==> config.mk <==
export PLATFORM = sky130hd
export DESIGN_NAME = duty_cycle_suspend_scheduler_unit
export DESIGN_NICKNAME = d
export VERILOG_FILES = /design/src/rtl/core/dcss_pkg.sv /design/src/rtl/core/duty_cycle_suspend_scheduler_unit.sv /design/src/rtl/core/dcss_datapath.sv /design/src/rtl/core/dcss_ctrl.sv
export SDC_FILE = /design/constraint.sdc
export NUM_CORES = 2
export LEC_CHECK = 0
export BUFFER_PORTS_ARGS = -buffer_cell sky130_fd_sc_hd__buf_2
export CORE_ASPECT_RATIO = 0.7
export CORE_MARGIN = 3
export CORE_UTILIZATION = 52
export CTS_CLUSTER_DIAMETER = 200
export DETAILED_ROUTE_END_ITERATION = 16
export HOLD_SLACK_MARGIN = 0.02
export PLACE_DENSITY = 0.66
export SLEW_MARGIN = 10
export SYNTH_ARGS = -nofsm -noshare
export SYNTH_HDL_FRONTEND = slang
export SYNTH_HIERARCHICAL = 1
export SYNTH_SLANG_ARGS = --single-unit
==> constraint.sdc <==
create_clock -name clk -period 20.1 [get_ports clk]
set_clock_uncertainty 0.2 [all_clocks]
set_input_delay 2.01 -clock clk [delete_from_list [all_inputs] [get_ports clk]]
set_output_delay 2.01 -clock clk [all_outputs]
set_load 0.02 [all_outputs]
==> src/rtl/core/dcss_pkg.sv <==
`default_nettype none
package dcss_pkg;
  localparam logic [1:0] OP_TICK = 2'd0;
  localparam logic [1:0] OP_SET  = 2'd1;
  localparam logic [1:0] OP_EXIT = 2'd2;
  localparam logic [1:0] OP_NONE = 2'd3;

  localparam logic [2:0] EV_RESUME  = 3'd0;
  localparam logic [2:0] EV_SUSPEND = 3'd1;
  localparam logic [2:0] EV_DROP    = 3'd2;
  localparam logic [2:0] EV_WAKE    = 3'd3;
  localparam logic [2:0] EV_FULL    = 3'd4;

  localparam logic [31:0] IDLE_HORIZON = 32'd10000000;
  localparam logic [31:0] STALE_LIMIT  = 32'd1000;

  localparam logic CFG_TPU   = 1'b0;
  localparam logic CFG_DELAY = 1'b1;

  typedef struct packed {
    logic [1:0]  op;
    logic [31:0] now;
    logic [14:0] target_id;
    logic [15:0] sleep_units;
    logic [15:0] run_units;
    logic        target_exists;
  } item_t;

  typedef struct packed {
    logic [2:0]  event_res;
    logic [14:0] event_id;
    logic [31:0] wake_time;
    logic        last;
  } result_t;

  // controller -> datapath
  typedef struct packed {
    logic load;       // capture input item, init next_wake
    logic scan;       // evaluate entry at scan index
    logic scan_inc;   // advance scan index
    logic commit;     // apply set operation
    logic emit_wake;  // load wake report into output register
    logic emit_set;   // load set's pre-wake result
    logic out_take;   // output register consumed
  } cmd_t;

  // datapath -> controller
  typedef struct packed {
    logic scan_done;
    logic out_full;
    logic has_pre;
  } stat_t;
endpackage
`default_nettype wire

==> src/rtl/core/duty_cycle_suspend_scheduler_unit.sv <==
// Duty-cycle suspend scheduler.
// Input stream s_axis: tdata carries op, now, target_id, sleep_units,
// run_units and target_exists. Output stream m_axis: tdata carries
// event_res, event_id and wake_time; tlast marks an item's final result.
// Config: cfg_we with cfg_index 0 (ticks_per_unit) or 1 (start_delay);
// the user must write config only while idle; the block does not enforce this.
// Tick, set and exit items walk all ENTRIES table slots, one per cycle
// while no result waits in the output register. A tick gives a resume,
// suspend or drop result per due or exited entry, then a wake report;
// a set commits after the walk, may give a resume or table-full result
// and then a wake report; an exit gives no result, and an unused op is
// taken and dropped. The walk stalls while a result waits in the output
// register, so a stalled receiver stalls the walk, and after a tick or
// set no new item is taken until the wake report is delivered.
// Reset clears the table, next wake time and config to defaults.
`default_nettype none
module duty_cycle_suspend_scheduler_unit #(
  parameter int ENTRIES = 16
) (
  input  wire logic         clk,
  input  wire logic         rst,
  input  wire logic         s_axis_tvalid,
  output logic              s_axis_tready,
  // op[1:0], now[33:2], target_id[48:34], sleep_units[64:49],
  // run_units[80:65], target_exists[81], zero pad to 88
  input  wire logic [87:0]  s_axis_tdata,
  output logic              m_axis_tvalid,
  input  wire logic         m_axis_tready,
  // event_res[2:0], event_id[17:3], wake_time[49:18], zero pad to 56
  output logic [55:0]       m_axis_tdata,
  output logic              m_axis_tlast,
  input  wire logic         cfg_we,
  input  wire logic [0:0]   cfg_index,
  input  wire logic [15:0]  cfg_data
);
  import dcss_pkg::*;
  item_t   it;
  result_t r;
  cmd_t    cmd;
  stat_t   stat;

  assign it.op            = s_axis_tdata[1:0];
  assign it.now           = s_axis_tdata[33:2];
  assign it.target_id     = s_axis_tdata[48:34];
  assign it.sleep_units   = s_axis_tdata[64:49];
  assign it.run_units     = s_axis_tdata[80:65];
  assign it.target_exists = s_axis_tdata[81];

  dcss_ctrl u_ctrl (
    .clk(clk), .rst(rst), .in_valid(s_axis_tvalid), .in_ready(s_axis_tready),
    .in_op(it.op), .stat(stat), .cmd(cmd)
  );

  dcss_datapath #(.ENTRIES(ENTRIES)) u_dp (
    .clk(clk), .rst(rst), .cmd(cmd), .stat(stat), .item_in(it),
    .cfg_we(cfg_we), .cfg_idx(cfg_index), .cfg_data(cfg_data),
    .res_out(r), .res_valid(m_axis_tvalid), .res_ready(m_axis_tready)
  );

  assign m_axis_tdata = {6'd0, r.wake_time, r.event_id, r.event_res};
  assign m_axis_tlast = r.last;
endmodule
`default_nettype wire

==> src/rtl/core/dcss_datapath.sv <==
`default_nettype none
module dcss_datapath #(
  parameter int ENTRIES = 16
) (
  input  wire logic             clk,
  input  wire logic             rst,
  input  wire dcss_pkg::cmd_t    cmd,
  output dcss_pkg::stat_t        stat,
  input  wire dcss_pkg::item_t   item_in,
  input  wire logic             cfg_we,
  input  wire logic [0:0]       cfg_idx,
  input  wire logic [15:0]      cfg_data,
  output dcss_pkg::result_t      res_out,
  output logic                  res_valid,
  input  wire logic             res_ready
);
  import dcss_pkg::*;
  localparam int IW = (ENTRIES > 1) ? $clog2(ENTRIES) : 1;
  localparam int CW = $clog2(ENTRIES + 1);

  logic [10:0] tpu;
  logic [15:0] start_delay;
  item_t       it;
  logic [31:0] next_wake;
  logic [CW-1:0] idx;

  logic [ENTRIES-1:0] used;
  logic [14:0] s_target [ENTRIES];
  logic [31:0] s_sleep  [ENTRIES];
  logic [31:0] s_run    [ENTRIES];
  logic        s_stop   [ENTRIES];
  logic [31:0] s_exp    [ENTRIES];
  logic        s_gone   [ENTRIES];

  // set/exit lookup state gathered during scan
  logic          found;
  logic [IW-1:0] found_idx;
  logic          free_ok;
  logic [IW-1:0] free_idx;
  logic [31:0]   sl_len, rn_len;
  logic          pre_valid;
  result_t       pre;

  logic [IW-1:0] ci;
  logic          hit, due;
  logic [31:0]   e_new;
  assign ci  = idx[IW-1:0];
  assign hit = used[ci] && (s_target[ci] == it.target_id);
  assign due = s_exp[ci] <= it.now;
  assign e_new = s_stop[ci] ? it.now + s_run[ci] : it.now + s_sleep[ci];

  assign stat.scan_done = (idx == CW'(ENTRIES - 1));
  assign stat.out_full  = res_valid;
  assign stat.has_pre   = pre_valid;

  logic is_del;
  assign is_del = (it.sleep_units == '0) || (it.run_units == '0);

  // configuration registers
  always_ff @(posedge clk) begin
    if (rst) begin
      tpu <= 11'd10;
      start_delay <= 16'd10;
    end else if (cfg_we) begin
      if (cfg_idx == CFG_TPU) tpu <= cfg_data[10:0];
      else start_delay <= cfg_data;
    end
  end

  // result register
  always_ff @(posedge clk) begin
    if (rst) res_valid <= 1'b0;
    else if (cmd.scan && it.op == OP_TICK && used[ci] && (s_gone[ci] || due)) begin
      res_valid <= 1'b1;
      res_out <= '{event_res: s_gone[ci] ? EV_DROP : (s_stop[ci] ? EV_RESUME : EV_SUSPEND),
                   event_id: s_target[ci], wake_time: 32'd0, last: 1'b0};
    end else if (cmd.emit_set) begin
      res_valid <= 1'b1;
      res_out <= pre;
    end else if (cmd.emit_wake) begin
      res_valid <= 1'b1;
      res_out <= '{event_res: EV_WAKE, event_id: 15'd0, wake_time: next_wake, last: 1'b1};
    end else if (cmd.out_take && res_ready) res_valid <= 1'b0;
  end

  // item capture, scan and table update
  always_ff @(posedge clk) begin
    if (rst) begin
      used <= '0;
      next_wake <= '0;
      idx <= '0;
      pre_valid <= 1'b0;
    end else begin
      if (cmd.load) begin
        it <= item_in;
        idx <= '0;
        found <= 1'b0;
        free_ok <= 1'b0;
        pre_valid <= 1'b0;
        sl_len <= {16'd0, item_in.sleep_units} * {21'd0, tpu};
        rn_len <= {16'd0, item_in.run_units} * {21'd0, tpu};
        if (item_in.op == OP_TICK) next_wake <= item_in.now + IDLE_HORIZON;
        else if (item_in.op == OP_SET &&
                 (next_wake < item_in.now || next_wake - item_in.now > STALE_LIMIT))
          next_wake <= item_in.now + 32'(start_delay);
      end
      if (cmd.scan) begin
        if (it.op == OP_TICK) begin
          if (used[ci]) begin
            if (s_gone[ci]) used[ci] <= 1'b0;
            else if (due) begin
              s_stop[ci] <= !s_stop[ci];
              s_exp[ci] <= e_new;
              if (next_wake > e_new) next_wake <= e_new;
            end else if (next_wake > s_exp[ci]) next_wake <= s_exp[ci];
          end
        end else begin
          if (hit && !found) begin
            found <= 1'b1;
            found_idx <= ci;
            if (it.op == OP_EXIT) s_gone[ci] <= 1'b1;
          end
          if (!used[ci] && !free_ok) begin
            free_ok <= 1'b1;
            free_idx <= ci;
          end
        end
      end
      if (cmd.scan_inc) idx <= idx + 1'b1;
      if (cmd.commit) begin
        if (is_del) begin
          if (found) begin
            used[found_idx] <= 1'b0;
            if (s_stop[found_idx] && it.target_exists) begin
              pre_valid <= 1'b1;
              pre <= '{event_res: EV_RESUME, event_id: it.target_id, wake_time: 32'd0,
                       last: 1'b0};
            end
          end
        end else if (found) begin
          s_sleep[found_idx] <= sl_len;
          s_run[found_idx] <= rn_len;
          s_exp[found_idx] <= next_wake;
        end else if (it.target_exists) begin
          if (free_ok) begin
            used[free_idx] <= 1'b1;
            s_target[free_idx] <= it.target_id;
            s_stop[free_idx] <= 1'b0;
            s_gone[free_idx] <= 1'b0;
            s_sleep[free_idx] <= sl_len;
            s_run[free_idx] <= rn_len;
            s_exp[free_idx] <= next_wake;
          end else begin
            pre_valid <= 1'b1;
            pre <= '{event_res: EV_FULL, event_id: it.target_id, wake_time: 32'd0,
                     last: 1'b0};
          end
        end
      end
      if (cmd.emit_set) pre_valid <= 1'b0;
    end
  end
endmodule
`default_nettype wire

==> src/rtl/core/dcss_ctrl.sv <==
`default_nettype none
module dcss_ctrl (
  input  wire logic           clk,
  input  wire logic           rst,
  input  wire logic           in_valid,
  output logic                in_ready,
  input  wire logic [1:0]     in_op,
  input  wire dcss_pkg::stat_t stat,
  output dcss_pkg::cmd_t       cmd
);
  import dcss_pkg::*;
  typedef enum logic [5:0] {
    S_IDLE   = 6'b000001,
    S_SCAN   = 6'b000010,
    S_COMMIT = 6'b000100,
    S_PRE    = 6'b001000,
    S_WAKE   = 6'b010000,
    S_DRAIN  = 6'b100000
  } state_t;
  state_t state, state_next;
  logic [1:0] op;

  always_ff @(posedge clk) begin
    if (rst) state <= S_IDLE;
    else state <= state_next;
    if (in_valid && in_ready) op <= in_op;
  end

  always_comb begin
    state_next = state;
    cmd = '0;
    cmd.out_take = 1'b1;
    in_ready = 1'b0;
    case (state)
      S_IDLE: begin
        in_ready = 1'b1;
        if (in_valid) begin
          cmd.load = 1'b1;
          state_next = (in_op == OP_TICK || in_op == OP_SET || in_op == OP_EXIT) ?
                       S_SCAN : S_IDLE;
        end
      end
      S_SCAN: begin
        // wait while a tick's event still sits in the output register
        if (!stat.out_full) begin
          cmd.scan = 1'b1;
          if (stat.scan_done) begin
            state_next = (op == OP_TICK) ? S_WAKE : (op == OP_SET) ? S_COMMIT : S_IDLE;
          end else cmd.scan_inc = 1'b1;
        end
      end
      S_COMMIT: begin
        cmd.commit = 1'b1;
        state_next = S_PRE;
      end
      S_PRE: begin
        if (!stat.out_full) begin
          if (stat.has_pre) cmd.emit_set = 1'b1;
          else state_next = S_WAKE;
        end
      end
      S_WAKE: begin
        if (!stat.out_full) begin
          cmd.emit_wake = 1'b1;
          state_next = S_DRAIN;
        end
      end
      S_DRAIN: begin
        if (!stat.out_full) state_next = S_IDLE;
      end
      default: state_next = S_IDLE;
    endcase
  end
endmodule
`default_nettype wire

==> results.ini <==
[routing]
drt_iter0_markers=8445
drc=0
vias_per_cell=6.361
vias=62160
ant_nets=0
avgRoutedWirePerCell_um=28.39
dr.pass1.iters=7
wl_mm=277.5

[final_layout]
final_util=0.5736
drive_gt1_frac=0.1699
area_growth_pct=9.460
nets=7783
fill_cells=14650

[clocking]
clk_path_buf_depth=4
insertion_delay_ns=0.85
clk_pin_slew_worst_paths_ns=0.07
cts_tree=yes
numCtsBuffers=187
post_cts_buffers=0
cts_sinks=1959
cts_resized=0
root_buffer=clkbuf_16
htree_levels=4
ctsHoldBuffers=0

[placement]
place_hpwl_mm=176.9
gp_congestion=0.9533
port_buffers=156

[setup_path]
required_ns=20.58
startpoint_type=flop
arrival_ns=11.59
cp_slowest_cell=mux4_4
cpPeakStageDelay_ns=1.02
worstSetupPathType=flop to flop
cpLargestDelayFamily=compound AO/OA/AOI/OAI gates
path_buf_inv=2
crit_path_end_kind=flop
crit_fanout=84

[sta]
slew_headroom=0.1062
period_share=0.5529
rsz0062_at_grt=no
tightest_slew_ns=1.339
maxSlewViolCount=0
finalSetupTns_ns=0
timing.fmax_mhz=89.98
finalCriticalPeriod_ns=11.11
setup_viol=0
hold_viol=0

[pwr]
p_per_area_nw_per_um2=97.18
power.leakage_nw=36.24
sw_frac_of_total=0.2888
comb_power_share=0.197
cellInternalPower_mw=7.460
p_sw_mw=3.030
pwr-share-clk=0.322
seq_power_share=0.481
ir_worst_vdd_mv=0.07916
fin_total_pwr_mw=10.49

[logic_synthesis]
synth_common_cells=1,831 x edfxtp_1, 918 x nand2_1, 574 x o21ai_0
yosysUniqueCellTypes=103
synth.area.top_cells=edfxtp_1 56%, mux4_2 12%, fa_1 5.1%
synth_edf_count=1831
ys_seq_elements=1959
yosysWarnings=6
synthFlopType=edfxtp_1
seq_area_frac_synth=0.5835
synth_top_area_share=0.5575
async_flop_share=0
synth_area_per_cell_um2=13.88
yosysMostFrequentCell=edfxtp_1
synth.largest_area_cell=edfxtp_1
netlist_instances=7105
synth_area_um2=98620

[floorplan]
die_x_um=526.5
die_area_um2=195000
die_height_um=370.4
rows=133
design.core.area_um2=188200
pin_count=169
start_util=0.5240

[global_route]
antenna_found_initial=26
grtUsageTotal=0.2840
grt_pass1_wl_mm=407.5
grt_overflow=0
grt_max_degree=121
grt_pass1_vias=59900

[flow_run]
max_cap_viol_count=0

[run_status]
outcome=complete, no violations

[min_path]
hp-class=flop to flop

metrics by stage:
step / cells / hold WS (ns) / setup WS [ns] / area [um2]
floorplan: 7110 / 0.2237 / 9.994 / 98640
global placement: 9421 / 0.2433 / 9.209 / 102200
detailed placement: 9421 / 0.2536 / 9.129 / 102200
CTS: 9754 / 0.2662 / 9.097 / 107900
global route: 9762 / 0.2937 / 8.448 / 107900
finish: 9772 / 0.2628 / 8.987 / 107900
worst paths after layout:
kind	startpoint	to	slack (ns)	depth (start not counted)
hold reg to reg	u_dp/start_delay[8]$_SDFFE_PP0P_	u_dp/start_delay[8]$_SDFFE_PP0P_	0.26	2
hold / removal	u_dp/start_delay[8]$_SDFFE_PP0P_	u_dp/start_delay[8]$_SDFFE_PP0P_	0.26	2
setup / recovery	flop	u_dp/next_wake[27]$_SDFF_PP0_	8.99	27
setup reg to reg	flop	u_dp/next_wake[27]$_SDFF_PP0_	8.99	27
worst reg2reg max path, stage by stage (launching register included):
cell and delay, ns:
dfxtp_4 0.68, buf_12 0.41, mux4_2 0.62, mux4_4 1.02, buf_4 0.50, mux4_2 0.39, mux2_2 0.42, ha_1 0.32
a21o_1 0.16, a21oi_1 0.27, o21ai_1 0.14, a31oi_1 0.29, o21ai_1 0.15, a221o_1 0.39, a41o_1 0.37, a211oi_1 0.25
o21bai_1 0.12, xnor2_2 0.85, ha_1 0.27, nand4_1 0.13, nor3_1 0.37, a2111oi_0 0.22, o21a_1 0.23, or3_1 0.48
a21oi_2 0.95, nor2_1 0.41, o221a_1 0.24, a22o_1 0.19
kinds of logic (layout without fill, tap and decap cells):
family | count (synthesis) | in the layout | synth area share
XOR/XNOR | 127 | 127 | 0.01128
multiplexers | 580 | 580 | 0.1251
AO/OA/AOI/OAI | 1250 | 1250 | 0.07503
flip-flops | 1959 | 1959 | 0.5835
AND/OR/NAND/NOR | 1727 | 1727 | 0.07864
other | 2 | 25 | 0.00007615
adder cells (fa/ha/maj) | 560 | 560 | 0.09031
buffers and inverters | 900 | 1047 | 0.03606
flip-flops by register name (all words and copies together), names as in the netlist, 27 cells and up, named ones only:
signal	count
u_dp/next_wake	32
u_dp/s_run	432
u_dp/sl_len	27
u_dp/s_sleep	432
u_dp/rn_len	27
u_dp/it	82
u_dp/s_target	240
u_dp/res_out	51
u_dp/s_exp	512
cells in the final DEF (no fill, tap or decap), types with 27 or more instances in the layout:
cell type / n
a21o_1: 54
a21oi_1: 280
a31oi_1: 36
and2_1: 165
buf_2: 155
buf_4: 145
clkbuf_1: 32
clkbuf_16: 191
clkinv_1: 49
clkinv_2: 27
dfxtp_1: 123
edfxtp_1: 1831
fa_1: 253
ha_1: 307
inv_1: 386
mux2_2: 36
mux4_2: 517
nand2_1: 917
nand3_1: 69
nand4_1: 46
nor2_1: 247
nor2b_1: 35
nor3_1: 72
o21ai_0: 557
o21ai_1: 27
or3_1: 31
xnor2_1: 93
xor2_1: 30
power by group through the flow:
stage               Combinational (mW)  Clock, mW  Sequential (mW)
floorplan                         1.39          0             5.03
global placement                  1.96          0             5.11
detailed placement                2.01          0             5.13
CTS                               2.02       3.43             5.04
global route                      2.26       3.60             5.06
finish                            2.06       3.38             5.05
metal layers:
metal / up-vias / GRT usage / part of all wire
met5: - / 0.005185 / 0.00062
met2: 3722 / 0.3932 / 0.41
met3: 454 / 0.08085 / 0.13
met4: 6 / 0.07257 / 0.026
li1: 26540 / - / -
met1: 31440 / 0.4407 / 0.43
final cells by class:
class / count / area [um2] / share of cell area
Antenna cell: 18 / 45.04 / 0.0004173
Inverter: 408 / 1612 / 0.01493
Tap cell: 2497 / 3124 / 0.02894
Multi-Input combinational cell: 4251 / 37890 / 0.3510
Timing Repair Buffer: 306 / 1984 / 0.01838
Sequential cell: 1959 / 57560 / 0.5332
Clock inverter: 105 / 800.8 / 0.007418
Clock buffer: 228 / 4933 / 0.04570
No activity file was read; power rests on OpenSTA's default activity.
